`config.mk`:
```
export PLATFORM = sky130hd
export DESIGN_NAME = uuid_from_mac_sha1_unit
export DESIGN_NICKNAME = d
export VERILOG_FILES = /design/src/uuidsha_pkg.sv /design/src/uuidsha_seq.sv /design/src/uuidsha_dp.sv /design/src/uuid_from_mac_sha1_unit.sv
export SDC_FILE = /design/constraint.sdc
export NUM_CORES = 1
export LEC_CHECK = 0
export ABC_AREA = 1
export ABC_CLOCK_PERIOD_IN_PS = 11750
export BUFFER_PORTS_ARGS = -buffer_cell sky130_fd_sc_hd__buf_2
export CORE_UTILIZATION = 45
export DETAILED_ROUTE_END_ITERATION = 7
export PLACE_DENSITY = 0.64
export SLEW_MARGIN = 15
export SYNTH_ARGS = -nofsm -noshare
export SYNTH_HDL_FRONTEND = slang
export SYNTH_SLANG_ARGS = --single-unit
```
`constraint.sdc`:
```
create_clock -name clk -period 11.75 [get_ports clk]
set_input_delay 0.5875 -clock clk [delete_from_list [all_inputs] [get_ports clk]]
set_output_delay 0.5875 -clock clk [all_outputs]
set_load 0.01 [all_outputs]
```
`src/uuidsha_pkg.sv`:
```
// Package for the MAC-to-UUID (version 5, SHA-1) unit.
// Holds the message and hash constants, the control word type and the microprogram.
// No dependencies; used by every module of the unit.
`timescale 1ns / 1ps

package uuidsha_pkg;

    // Step addresses of the microprogram.
    localparam int STEP_W = 3;
    localparam logic [STEP_W-1:0] STEP_IDLE = 3'd0;
    localparam logic [STEP_W-1:0] STEP_R0   = 3'd1;
    localparam logic [STEP_W-1:0] STEP_R1   = 3'd2;
    localparam logic [STEP_W-1:0] STEP_R2   = 3'd3;
    localparam logic [STEP_W-1:0] STEP_R3   = 3'd4;
    localparam logic [STEP_W-1:0] STEP_FIN  = 3'd5;

    // Hold conditions: while true, the sequencer stays on the current step.
    localparam logic [1:0] HOLD_NONE     = 2'd0;
    localparam logic [1:0] HOLD_NO_REQ   = 2'd1;
    localparam logic [1:0] HOLD_LOOP     = 2'd2;
    localparam logic [1:0] HOLD_OUT_FULL = 2'd3;

    // Round groups of SHA-1, twenty rounds each.
    localparam logic [1:0] GRP_CH   = 2'd0;
    localparam logic [1:0] GRP_PAR1 = 2'd1;
    localparam logic [1:0] GRP_MAJ  = 2'd2;
    localparam logic [1:0] GRP_PAR3 = 2'd3;

    localparam int CNT_W = 5;
    localparam logic [CNT_W-1:0] LAST_ROUND = 5'd19;

    // Round constants.
    localparam logic [31:0] K0 = 32'h5A827999;
    localparam logic [31:0] K1 = 32'h6ED9EBA1;
    localparam logic [31:0] K2 = 32'h8F1BBCDC;
    localparam logic [31:0] K3 = 32'hCA62C1D6;

    // Initial hash value.
    localparam logic [31:0] IV0 = 32'h67452301;
    localparam logic [31:0] IV1 = 32'hEFCDAB89;
    localparam logic [31:0] IV2 = 32'h98BADCFE;
    localparam logic [31:0] IV3 = 32'h10325476;
    localparam logic [31:0] IV4 = 32'hC3D2E1F0;

    // Namespace 526480f8-c99b-4be5-a655-58ed5f5d6084 as big-endian words.
    localparam logic [31:0] NS0 = 32'h526480F8;
    localparam logic [31:0] NS1 = 32'hC99B4BE5;
    localparam logic [31:0] NS2 = 32'hA65558ED;
    localparam logic [31:0] NS3 = 32'h5F5D6084;

    // Padding: marker byte after the MAC and the 176-bit message length.
    localparam logic [15:0] PAD_MARK = 16'h8000;
    localparam logic [31:0] MSG_BITS = 32'd176;

    // Version and variant fields of the UUID.
    localparam logic [3:0] UUID_VERSION = 4'h5;
    localparam logic [1:0] UUID_VARIANT = 2'b10;

    // One microprogram word.
    typedef struct packed {
        logic              load;
        logic              round;
        logic [1:0]        grp;
        logic              finish;
        logic [1:0]        hold;
        logic [STEP_W-1:0] next;
    } uword_t;

    // Qualified datapath controls issued by the sequencer each cycle.
    typedef struct packed {
        logic       load_en;
        logic       round_en;
        logic [1:0] grp;
        logic       finish_en;
    } dp_ctl_t;

    // The microprogram: wait for a request, four round groups, then deliver.
    function automatic uword_t prog_rom(input logic [STEP_W-1:0] step);
        uword_t w;
        w = '{load: 1'b0, round: 1'b0, grp: GRP_CH, finish: 1'b0,
              hold: HOLD_NONE, next: STEP_IDLE};
        unique case (step)
            STEP_IDLE:
            begin
                w.load = 1'b1;
                w.hold = HOLD_NO_REQ;
                w.next = STEP_R0;
            end
            STEP_R0:
            begin
                w.round = 1'b1;
                w.grp   = GRP_CH;
                w.hold  = HOLD_LOOP;
                w.next  = STEP_R1;
            end
            STEP_R1:
            begin
                w.round = 1'b1;
                w.grp   = GRP_PAR1;
                w.hold  = HOLD_LOOP;
                w.next  = STEP_R2;
            end
            STEP_R2:
            begin
                w.round = 1'b1;
                w.grp   = GRP_MAJ;
                w.hold  = HOLD_LOOP;
                w.next  = STEP_R3;
            end
            STEP_R3:
            begin
                w.round = 1'b1;
                w.grp   = GRP_PAR3;
                w.hold  = HOLD_LOOP;
                w.next  = STEP_FIN;
            end
            STEP_FIN:
            begin
                w.finish = 1'b1;
                w.hold   = HOLD_OUT_FULL;
                w.next   = STEP_IDLE;
            end
            default:
            begin
                w.next = STEP_IDLE;
            end
        endcase
        return w;
    endfunction

endpackage

```
`src/uuidsha_seq.sv`:
```
// Microcode sequencer of the MAC-to-UUID unit: step counter, program ROM and loop counter.
// Depends on uuidsha_pkg for the control word, step codes and hold codes.
`timescale 1ns / 1ps

module uuidsha_seq (
    input  logic                 clk,
    input  logic                 rst_n,
    input  logic                 req_valid,
    input  logic                 out_full,
    output uuidsha_pkg::dp_ctl_t ctl,
    output logic                 idle
);
    import uuidsha_pkg::*;

    logic [STEP_W-1:0] pc_reg;
    logic [STEP_W-1:0] pc_next;
    logic [CNT_W-1:0]  cnt_reg;
    logic [CNT_W-1:0]  cnt_next;
    uword_t            word;
    logic              hold_now;

    // Fetch the control word of the current step.
    assign word = prog_rom(pc_reg);

    // Evaluate the hold condition of this step.
    always_comb
    begin
        unique case (word.hold)
            HOLD_NONE:     hold_now = 1'b0;
            HOLD_NO_REQ:   hold_now = !req_valid;
            HOLD_LOOP:     hold_now = (cnt_reg != LAST_ROUND);
            HOLD_OUT_FULL: hold_now = out_full;
            default:       hold_now = 1'b0;
        endcase
    end

    // Next step and round counter within a group.
    always_comb
    begin
        pc_next  = hold_now ? pc_reg : word.next;
        cnt_next = (word.round && hold_now) ? cnt_reg + 1'b1 : '0;
    end

    always_ff @(posedge clk or negedge rst_n)
    begin
        if (!rst_n)
        begin
            pc_reg  <= STEP_IDLE;
            cnt_reg <= '0;
        end
        else
        begin
            pc_reg  <= pc_next;
            cnt_reg <= cnt_next;
        end
    end

    // Qualified controls for the datapath.
    assign ctl.load_en   = word.load && req_valid;
    assign ctl.round_en  = word.round;
    assign ctl.grp       = word.grp;
    assign ctl.finish_en = word.finish && !out_full;
    assign idle          = word.load;

    // The round counter only runs inside a round group.
    a_cnt_in_round: assert property (@(posedge clk) disable iff (!rst_n)
        (cnt_reg != '0) |-> word.round)
        else $error("round counter nonzero outside a round step");

    // A load starts the first round group from round zero.
    a_load_starts: assert property (@(posedge clk) disable iff (!rst_n)
        ctl.load_en |=> (pc_reg == STEP_R0 && cnt_reg == '0))
        else $error("load did not enter the first round group");

    // The finish step is entered only from the last round group.
    a_fin_entry: assert property (@(posedge clk) disable iff (!rst_n)
        (pc_reg == STEP_FIN && $past(pc_reg) != STEP_FIN) |-> ($past(pc_reg) == STEP_R3))
        else $error("finish step entered out of order");

endmodule

```
`src/uuidsha_dp.sv`:
```
// SHA-1 datapath of the MAC-to-UUID unit: message schedule window, working registers,
// one round per cycle, and the final digest add with version and variant fields.
// Depends on uuidsha_pkg for constants and the control struct.
`timescale 1ns / 1ps

module uuidsha_dp (
    input  logic                 clk,
    input  uuidsha_pkg::dp_ctl_t ctl,
    input  logic [47:0]          mac_address,
    output logic [63:0]          uuid_upper,
    output logic [63:0]          uuid_lower
);
    import uuidsha_pkg::*;

    logic [31:0] w_reg [16];
    logic [31:0] a_reg;
    logic [31:0] b_reg;
    logic [31:0] c_reg;
    logic [31:0] d_reg;
    logic [31:0] e_reg;
    logic [31:0] f_val;
    logic [31:0] k_val;
    logic [31:0] w_new;
    logic [31:0] tmp;
    logic [31:0] h0;
    logic [31:0] h1;
    logic [31:0] h2;
    logic [31:0] h3;
    logic [63:0] up_raw;
    logic [63:0] lo_raw;

    // Round function and constant of the current group.
    always_comb
    begin
        unique case (ctl.grp)
            GRP_CH:
            begin
                f_val = (b_reg & c_reg) | (~b_reg & d_reg);
                k_val = K0;
            end
            GRP_PAR1:
            begin
                f_val = b_reg ^ c_reg ^ d_reg;
                k_val = K1;
            end
            GRP_MAJ:
            begin
                f_val = (b_reg & c_reg) | (b_reg & d_reg) | (c_reg & d_reg);
                k_val = K2;
            end
            default:
            begin
                f_val = b_reg ^ c_reg ^ d_reg;
                k_val = K3;
            end
        endcase
    end

    // Next schedule word and the new value of a.
    always_comb
    begin
        w_new = w_reg[13] ^ w_reg[8] ^ w_reg[2] ^ w_reg[0];
        w_new = {w_new[30:0], w_new[31]};
        tmp   = {a_reg[26:0], a_reg[31:27]} + f_val + e_reg + k_val + w_reg[0];
    end

    // Working registers and schedule window; w_reg[0] is the word of the current round.
    always_ff @(posedge clk)
    begin
        if (ctl.load_en)
        begin
            a_reg     <= IV0;
            b_reg     <= IV1;
            c_reg     <= IV2;
            d_reg     <= IV3;
            e_reg     <= IV4;
            w_reg[0]  <= NS0;
            w_reg[1]  <= NS1;
            w_reg[2]  <= NS2;
            w_reg[3]  <= NS3;
            w_reg[4]  <= mac_address[47:16];
            w_reg[5]  <= {mac_address[15:0], PAD_MARK};
            for (int i = 6; i < 15; i++)
            begin
                w_reg[i] <= '0;
            end
            w_reg[15] <= MSG_BITS;
        end
        else if (ctl.round_en)
        begin
            a_reg <= tmp;
            b_reg <= a_reg;
            c_reg <= {b_reg[1:0], b_reg[31:2]};
            d_reg <= c_reg;
            e_reg <= d_reg;
            for (int i = 0; i < 15; i++)
            begin
                w_reg[i] <= w_reg[i+1];
            end
            w_reg[15] <= w_new;
        end
    end

    // Digest add and UUID field insertion.
    always_comb
    begin
        h0     = IV0 + a_reg;
        h1     = IV1 + b_reg;
        h2     = IV2 + c_reg;
        h3     = IV3 + d_reg;
        up_raw = {h0, h1};
        lo_raw = {h2, h3};
        uuid_upper = {up_raw[63:16], UUID_VERSION, up_raw[11:0]};
        uuid_lower = {UUID_VARIANT, lo_raw[61:0]};
    end

endmodule

```
`src/uuid_from_mac_sha1_unit.sv`:
```
// Use of the unit:
// The input channel (in_valid, in_stall, mac_address) carries one request: a 48-bit MAC
// address. The output channel (out_valid, out_stall, uuid_upper, uuid_lower) returns the
// version 5 SHA-1 UUID for that address, byte 0 in uuid_upper[63:56].
// A request is taken only while the sequencer sits on its idle step; in_stall is high
// otherwise. After the request, the single SHA-1 round unit runs 80 rounds, one per cycle,
// and a finish step adds the initial value and writes the output register. The result is
// shown once the finish step has written it; then the sequencer returns to its idle step,
// where the next request can be taken. A request is thus not taken before the previous
// one has passed the 80 rounds of the shared round unit and the load and finish steps.
// A finished result waits in the output register while the next request is processed.
// If the receiver still stalls when the next result is ready, the finish step holds and
// no further request is accepted until the output register is free.
// Reset (rst_n low, asynchronous) returns the sequencer to idle and drops out_valid.
// Depends on uuidsha_pkg, uuidsha_seq and uuidsha_dp.
`timescale 1ns / 1ps

module uuid_from_mac_sha1_unit (
    input  logic        clk,
    input  logic        rst_n,
    input  logic        in_valid,
    output logic        in_stall,
    input  logic [47:0] mac_address,
    output logic        out_valid,
    input  logic        out_stall,
    output logic [63:0] uuid_upper,
    output logic [63:0] uuid_lower
);
    import uuidsha_pkg::*;

    dp_ctl_t     ctl;
    logic        idle;
    logic        out_full;
    logic        out_valid_reg;
    logic        out_valid_next;
    logic [63:0] upper_reg;
    logic [63:0] lower_reg;
    logic [63:0] dp_upper;
    logic [63:0] dp_lower;

    // The output register counts as full only if its result is not taken this cycle.
    assign out_full = out_valid_reg && out_stall;

    uuidsha_seq u_seq (
        .clk       (clk),
        .rst_n     (rst_n),
        .req_valid (in_valid),
        .out_full  (out_full),
        .ctl       (ctl),
        .idle      (idle)
    );

    uuidsha_dp u_dp (
        .clk         (clk),
        .ctl         (ctl),
        .mac_address (mac_address),
        .uuid_upper  (dp_upper),
        .uuid_lower  (dp_lower)
    );

    // Output register valid flag.
    always_comb
    begin
        out_valid_next = out_valid_reg && out_stall;
        if (ctl.finish_en)
        begin
            out_valid_next = 1'b1;
        end
    end

    always_ff @(posedge clk or negedge rst_n)
    begin
        if (!rst_n)
        begin
            out_valid_reg <= 1'b0;
        end
        else
        begin
            out_valid_reg <= out_valid_next;
        end
    end

    // Output payload.
    always_ff @(posedge clk)
    begin
        if (ctl.finish_en)
        begin
            upper_reg <= dp_upper;
            lower_reg <= dp_lower;
        end
    end

    assign in_stall   = !idle;
    assign out_valid  = out_valid_reg;
    assign uuid_upper = upper_reg;
    assign uuid_lower = lower_reg;

    // An accepted request makes the unit busy on the next cycle.
    a_busy_after_accept: assert property (@(posedge clk) disable iff (!rst_n)
        (in_valid && !in_stall) |=> in_stall)
        else $error("request accepted but unit not busy");

    // A finish always presents a result on the next cycle.
    a_finish_shows: assert property (@(posedge clk) disable iff (!rst_n)
        ctl.finish_en |=> out_valid)
        else $error("finished result not presented");

    // A finish never overwrites a result that is still stalled.
    a_no_overwrite: assert property (@(posedge clk) disable iff (!rst_n)
        ctl.finish_en |-> !(out_valid_reg && out_stall))
        else $error("finish overwrote a pending result");

endmodule

```
==> results of run 1 <==
==> routing by layer <==
metal	up-vias	wire length, µm	global-route usage (%)
li1	13100	-	-
met1	12900	43800	30.1
met2	775	45800	35.6
met3	201	4430	2.73
met4	0	5030	11.6
met5	-	0	0
==> cell type report <==
| class | count | area (µm²) | share of cell area [%] |
|---|---|---|---|
| Clock buffer | 107 | 2300 | 5.19 |
| Clock inverter | 54 | 646 | 1.46 |
| Inverter | 805 | 3040 | 6.85 |
| Multi-Input combinational cell | 2298 | 13400 | 30.2 |
| Sequential cell | 803 | 22500 | 50.7 |
| Tap cell | 1155 | 1450 | 3.26 |
| Timing Repair Buffer | 197 | 1060 | 2.38 |
==> worst max path at each step <==
stage | from | endpoint | slack [ns] | cells past startpoint
2_1_floorplan | u_seq.pc_reg[0] | u_dp.w_reg[0][0] | 4.15 | 8
4_1_cts | u_seq.pc_reg[0] | u_dp.a_reg[28] | 5.90 | 25
5_1_grt | u_seq.pc_reg[0] | u_dp.a_reg[18] | 5.48 | 26
3_3_place_gp | u_seq.pc_reg[0] | u_dp.a_reg[22] | 5.96 | 25
6_report | u_seq.pc_reg[0] | u_dp.a_reg[28] | 5.92 | 25
3_5_place_dp | u_seq.pc_reg[0] | u_dp.a_reg[28] | 5.94 | 25
==> cell usage in the layout, fill, tap and decap left out, types with 4 or more instances in the layout <==
| master | Yosys | layout |
|---|---|---|
| sky130_fd_sc_hd__nand2_1 | 844 | 843 |
| sky130_fd_sc_hd__inv_1 | 801 | 801 |
| sky130_fd_sc_hd__edfxtp_1 | 634 | 634 |
| sky130_fd_sc_hd__nor2_1 | 388 | 388 |
| sky130_fd_sc_hd__buf_2 | 82 | 175 |
| sky130_fd_sc_hd__dfxtp_1 | 160 | 160 |
| sky130_fd_sc_hd__nand3_1 | 154 | 153 |
| sky130_fd_sc_hd__xor2_1 | 130 | 130 |
| sky130_fd_sc_hd__fa_1 | 120 | 120 |
| sky130_fd_sc_hd__a21oi_1 | 108 | 107 |
| sky130_fd_sc_hd__o21ai_0 | 99 | 99 |
| sky130_fd_sc_hd__clkbuf_16 | 0 | 88 |
| sky130_fd_sc_hd__a22oi_1 | 61 | 61 |
| sky130_fd_sc_hd__o22ai_1 | 52 | 52 |
| sky130_fd_sc_hd__or2_2 | 48 | 48 |
| sky130_fd_sc_hd__ha_1 | 47 | 47 |
| sky130_fd_sc_hd__or2_1 | 40 | 40 |
| sky130_fd_sc_hd__o211ai_1 | 37 | 37 |
| sky130_fd_sc_hd__xnor2_1 | 36 | 36 |
| sky130_fd_sc_hd__nand4_1 | 26 | 26 |
| sky130_fd_sc_hd__clkinv_1 | 0 | 22 |
| sky130_fd_sc_hd__buf_4 | 8 | 20 |
| sky130_fd_sc_hd__o21ai_1 | 18 | 18 |
| sky130_fd_sc_hd__clkbuf_1 | 24 | 16 |
| sky130_fd_sc_hd__nor3_1 | 14 | 14 |
| sky130_fd_sc_hd__bufinv_16 | 0 | 11 |
| sky130_fd_sc_hd__a31oi_1 | 10 | 10 |
| sky130_fd_sc_hd__nor4_1 | 9 | 9 |
| sky130_fd_sc_hd__dfrtp_1 | 9 | 9 |
| sky130_fd_sc_hd__o21bai_1 | 8 | 8 |
| sky130_fd_sc_hd__nand3b_1 | 7 | 7 |
| sky130_fd_sc_hd__clkinv_2 | 0 | 7 |
| sky130_fd_sc_hd__conb_1 | 2 | 6 |
| sky130_fd_sc_hd__nand2_2 | 5 | 5 |
| sky130_fd_sc_hd__nor2_4 | 4 | 4 |
| sky130_fd_sc_hd__a21o_1 | 4 | 4 |
==> cell families after synthesis <==
| kind of cell | synth area share (%) |
|---|---|
| compound gates | 6.14 |
| xor+xnor | 3.69 |
| fa+ha+maj | 7.58 |
| buf+inv | 9.16 |
| flops | 57.0 |
| other cells | 0.0190 |
| simple gates | 16.4 |
==> through the flow <==
stage	worst slack, ns	utilization [%]	hold WS [ns]	instances	instance area [µm²]
global route	5.48	51.1	0.170	5419	44400
finish	5.92	51.1	0.197	5419	44400
global placement	5.96	47.7	0.457	5257	41400
CTS	5.90	51.1	0.151	5419	44400
floorplan	4.15	-	0.292	4028	39400
detailed placement	5.94	47.7	0.452	5257	41400
==> worst max-delay path: stages, from the launching register on <==
cell and delay (ns):
sky130_fd_sc_hd__dfrtp_1 0.43, sky130_fd_sc_hd__nor2_1 0.09, sky130_fd_sc_hd__nand2_1 0.21, sky130_fd_sc_hd__nand2_1 0.42, sky130_fd_sc_hd__inv_1 0.24, sky130_fd_sc_hd__ha_1 0.17
sky130_fd_sc_hd__buf_4 0.38, sky130_fd_sc_hd__o211ai_1 0.17, sky130_fd_sc_hd__nand3_1 0.09, sky130_fd_sc_hd__o21ai_0 0.16, sky130_fd_sc_hd__fa_1 0.59, sky130_fd_sc_hd__inv_1 0.07
sky130_fd_sc_hd__fa_1 0.54, sky130_fd_sc_hd__inv_1 0.06, sky130_fd_sc_hd__fa_1 0.54, sky130_fd_sc_hd__inv_1 0.05, sky130_fd_sc_hd__ha_1 0.32, sky130_fd_sc_hd__nand2_1 0.10
sky130_fd_sc_hd__nor2_1 0.39, sky130_fd_sc_hd__nand3_1 0.14, sky130_fd_sc_hd__nand3_1 0.20, sky130_fd_sc_hd__nand3_1 0.12, sky130_fd_sc_hd__nand2_1 0.08, sky130_fd_sc_hd__nand2_1 0.05
sky130_fd_sc_hd__nand3_1 0.06, sky130_fd_sc_hd__nand2_1 0.06
==> impl_summary.md, run 1 <==
Status
The flow ran to the end, and the final reports show no timing, DRC or antenna violations.

Route
The number of vias after detailed routing is 27000. The starting DRC count in detailed routing is 2240. The first detailed-routing pass took 7 iterations. The total length of routed wires is 99.0 mm.

The detail route stage leaves a number of antenna-violating nets equal to 0. The routed length per placed instance is 18.3 µm. The via count normalized by instance count is 4.99. For this run, design rule violations remaining after detail routing come to 0.

GRT
The first global-routing pass estimated 153 mm of wire. The all-layer global routing usage is 22.4%. Summed over all layers, the global routing overflow is 0. Entering global routing, the biggest net connects 182 pins. The initial antenna violation count came to 0. The number of global-route vias before repair came to 26400.

Synth
The cell area that synthesis handed to floorplanning was 39400 µm². After synthesis, the cell types taking the most area are sky130_fd_sc_hd__edfxtp_1 48%, sky130_fd_sc_hd__dfxtp_1 8.1%, sky130_fd_sc_hd__nand2_1 8.0%. The number of warnings issued by yosys is 0.

The share of flip-flops with an asynchronous set or reset is 1.12%. In this run the biggest area consumer among cell types represents 48.3% of the synthesized area. In the post-synthesis netlist, the cell with the most instances is sky130_fd_sc_hd__nand2_1. The gate count of the mapped netlist is 4024. The count of distinct cell types in the synthesized netlist is 51. The commonest register cell after synthesis is sky130_fd_sc_hd__edfxtp_1. The library cell with the largest summed area after synthesis is sky130_fd_sc_hd__edfxtp_1. The number of enable flip-flop cells after synthesis is 634. In this run, synthesis produced a sequential element count of 803. The sequential-to-total area share from yosys stat is 57.0%. By count the netlist is led by 844 x sky130_fd_sc_hd__nand2_1, 801 x sky130_fd_sc_hd__inv_1, 634 x sky130_fd_sc_hd__edfxtp_1. The synthesized area per cell is 9.80 µm².

Floorplan
The die covers 88800 µm². For this configuration, the core starts out at a cell density of 45.4%. The core box area is 86800 µm².

In this run the core area contains 108 standard-cell rows. The die is 298 µm wide. The top-level port count is 182. The die height is 298 µm.

Flow run
The number of violations of the max-capacitance limit is 0.

Final layout
Counting the fill cells in the layout gives 7937. From synthesis to final layout, the design area changed by 12.5%. The number of antenna repair diodes is 0. For this run, the post-layout net count is 4411. The share of layout cells above drive strength 1 is 9.24%.

The flip-flop count of the largest register, all copies and words added is 512.

Worst setup path
The endpoint identified for the worst register-to-register timing path is u_dp.a_reg[28]. The worst setup path is captured at a flop. Along the worst path, the maximum fanout reaches 33. The required time at the worst-slack endpoint is 12.30 ns. The critical path is of the flop to flop type. Across all register-to-register paths, the minimum setup slack is 5.92 ns. The worst setup path is launched from a flop. For the worst setup path, the data arrival time is 6.38 ns.

The launching point of the worst reg2reg path is u_seq.pc_reg[0]. The depth of the worst register-to-register path is 25.

Clock tree
The number of buffers on the longest clock path is 3. The number of hold buffers added after CTS is 1. Clock-pin slew was measured on the worst setup and hold paths at 0.06 ns. The clock reaches the later pin of the worst-skew pair after 0.66 ns. The CTS H-tree depth is 3. The count of buffers added by post-CTS timing repair for setup is 0. CTS saw 803 sinks.

Buffers inserted during clock tree synthesis total 87. The post-cts gate resize count is 0. The TritonCTS clock tree is built. Clock tree synthesis selected as its root buffer the cell sky130_fd_sc_hd__clkbuf_16.

Timing
The setup TNS after final layout is 0 ns. The final count of hold timing violations is 0. Setup repair after global routing left no endpoint under its margin.

The post-route clock skew is 0.0258 ns. Measured against its own limit, the worst slew margin works out to 18.7%. The count of final max-slew check failures was 0.

Derived from the worst setup path, the maximum achievable clock frequency is 171 MHz. The final clock period utilization by the worst path is 49.6%. At the pin with the least slew margin, the transition time is 1.22 ns.

Subtracting the final worst setup slack from the clock period gives 5.83 ns. Setup violations remaining at the end of the flow were counted as 0.

Hold path
For hold timing, the worst endpoint is u_dp.w_reg[0][190]. The path class of the tightest hold or removal check is input pin to flop. The worst hold path begins at mac_address[14]. Counting instances, the worst hold path has a depth of 3.

Placement
The congestion estimate from routability-driven global placement came to 0.966. The half-perimeter wire length after detailed placement is 70.2 mm. In this run the tool buffered the top-level ports with 175 buffer cells.
Power of run 1 is left out: the tool's default activity adds up to more than one toggle a clock period on the data nets, which glitch-free logic cannot reach.
==> run 2, diff against run 1 <==
- ABC_CLOCK_PERIOD_IN_PS: 11750 -> 5100
- PLACE_DENSITY: 0.64 -> 0.67
- clock period: 11.75 -> 5.1 ns (I/O delays scaled with it)
==> run 2 against run 1 <==
- worst setup slack got worse by 5.7 ns
- clock skew increased by 0.0049 ns
- non-clock buffer count increased by 126
- critical path depth unchanged
- count of clock-buffer cells in the layout decreased by 10
- maximum frequency increased by 20%
- worst hold slack got worse by 0.14 ns
- cell area increased by 2.7%
- sequential share of layout area decreased by 1.3 points
- critical endpoint is now u_dp.a_reg[30]
- largest cell class unchanged
==> impl_summary.md, run 2 (synthesis gave the netlist of run 1 again) <==
Route
The first detailed-routing pass ran for 7 iterations. After detailed routing, the number of vias per cell comes to 4.98. The detail route stage leaves a number of antenna-violating nets equal to 0. The routed layout has 27600 vias. After detailed routing, the average wire length per cell comes to 18.3 µm. The starting DRC count in detailed routing is 2549. The total length of routed wires is 101 mm.

The number of DRC violations after detailed routing is 0.

GRT
The maximum number of pins on one net before global-route repair is 164. The most used routing layer is met2. Global routing consumed, on the met3 layer, 3.09% of the routing resources. Global routing consumed, over all layers together, 22.8% of the routing resources. For met1 alone, demand over resource in global routing was 30.9%.

Summed over all layers, the global routing overflow is 0. The first-pass GRT wire length is 156 mm. The met2 routing resource usage after global routing is 36.8%. The initial antenna violation count is 1. The number of global-route vias before repair is 26800.

Final layout
The fill cell total of the finished layout is 7884. The utilization of the core after routing is 52.5%. In the layout the commonest cells are 833 x sky130_fd_sc_hd__nand2_1, 799 x sky130_fd_sc_hd__inv_1, 634 x sky130_fd_sc_hd__edfxtp_1, 382 x sky130_fd_sc_hd__nor2_1, 175 x sky130_fd_sc_hd__buf_2. The flip-flop count of the largest register, all copies and words added is 512.

After routing the design area is 45500 µm². The number of antenna repair diodes is 0. From synthesis to final layout, the design area changed by 15.5%. The share of layout cells above drive strength 1 is 11.6%.

The most common cell after layout, fill and taps aside is sky130_fd_sc_hd__nand2_1. The layout net count is 4535.

Floorplan
The row count is 108. The die is 298 µm wide. The initial standard-cell utilization of the core is 45.4%. The die height is 298 µm.

The area of the die is 88800 µm². The top-level port count is 182. The core box area is 86800 µm².

Timing
Of the available clock period, the critical path in the final layout requires 95.2%. The fmax is 206 MHz. The slew at the pin closest to its max-slew limit is 0.940 ns. Setup violations remaining at the end of the flow were counted as 0. The post-route clock skew is 0.0307 ns. The relative max-transition margin is 37.0%. The final-layout worst hold slack is 0.0579 ns. The final count of hold timing violations is 0. The clock period minus worst slack is 4.85 ns.

The count of final max-slew check failures is 0.

Worst setup path
The start point of the critical path is u_seq.pc_reg[0]. The largest fanout on the critical path is 9. The required time at the worst-slack endpoint is 5.67 ns. The depth of the worst register-to-register path is 25. The sort of element at the start of the critical path is a flop. The stage delay of the slowest cell on the critical path is 0.52 ns.

The worst setup path is captured at a flop. The endpoint identified for the worst register-to-register timing path is u_dp.a_reg[30]. Among the stages of the critical path, the cell type that occurs most often is sky130_fd_sc_hd__nand2_1. The cell with the largest stage delay on the worst path is sky130_fd_sc_hd__fa_1. The critical path in this run is classified as flop to flop.

In this run the register-to-register setup slack is 0.25 ns. The startpoint identified for the worst register-to-register timing path is u_seq.pc_reg[0]. The data arrival time of the worst path is 5.42 ns.

Placement
The half-perimeter wire length after detailed placement is 71.7 mm. The congestion estimate from routability-driven global placement came to 0.970. The cell area after placement is 42100 µm². The count of input and output buffers is 175.

Clock tree
Clock-pin slew was measured on the worst setup and hold paths at 0.06 ns. CTS built an H-tree with a depth of 3. The clock insertion delay at the later pin of the skew report is 0.67 ns. The number of clock buffers inserted by TritonCTS is 85. In this run the clock root is driven by a sky130_fd_sc_hd__clkbuf_16. The TritonCTS clock tree is built.

The number of buffers on the longest clock path is 3. The total number of clock tree sinks is 803.

Status
The run finished with clean final reports.

Hold path
The classification of the worst-slack hold path is input pin to flop. For hold timing, the worst endpoint is u_seq.pc_reg[1]. The worst hold path passes through 4 cells. In this run the most critical hold path is launched from in_valid.

Flow run
The number of violations of the max-capacitance limit is 0.
run 2: cell type report:
cell class | instances | area [µm²] | share of cell area, %
Clock buffer | 97 | 2190 | 4.82
Clock inverter | 58 | 487 | 1.07
Inverter | 805 | 3040 | 6.67
Multi-Input combinational cell | 2298 | 13600 | 29.8
Sequential cell | 803 | 22500 | 49.3
Tap cell | 1155 | 1450 | 3.17
Timing Repair Buffer | 323 | 2340 | 5.14
run 2: routing by layer:
metal	up-vias	share of wire, %
li1	13400	-
met1	13100	43
met2	881	47
met3	179	5.6
met4	0	3.9
met5	-	0
run 2: stage by stage:
step	setup TNS, ns	instances	setup WS (ns)
after detailed placement	0	5330	0.0951
final	0	5539	0.246
after global placement	0	5330	0.156
after global routing	-0.0117	5539	-0.0117
after floorplan	0	4028	0.190
after CTS	0	5536	0.0699
run 2: how the worst max path moves through the flow:
stage	endpoint
2_1_floorplan	u_dp.w_reg[0][0]
3_3_place_gp	u_dp.a_reg[10]
3_5_place_dp	u_dp.a_reg[15]
4_1_cts	u_dp.a_reg[18]
5_1_grt	u_dp.a_reg[27]
6_report	u_dp.a_reg[30]
run 2: critical path: cells and delay by family, from the launching register on:
| kind | cells | cell delay [ns] |
|---|---|---|
| AO/OA/AOI/OAI | 2 | 0.28 |
| adder cells (fa/ha/maj) | 5 | 2.03 |
| buffers and inverters | 6 | 0.51 |
| flip-flops | 1 | 0.42 |
| AND/OR/NAND/NOR | 12 | 1.48 |
run 2: timing repair:
item / in CTS / in global routing
endpoints found under the hold margin: 58 / 0
endpoints found under the setup margin: 0 / 22
buffers inserted: 0 / 1
hold buffers: 51 / 0
gates resized for setup: 0 / 47
Power of run 2 is left out for the same reason.
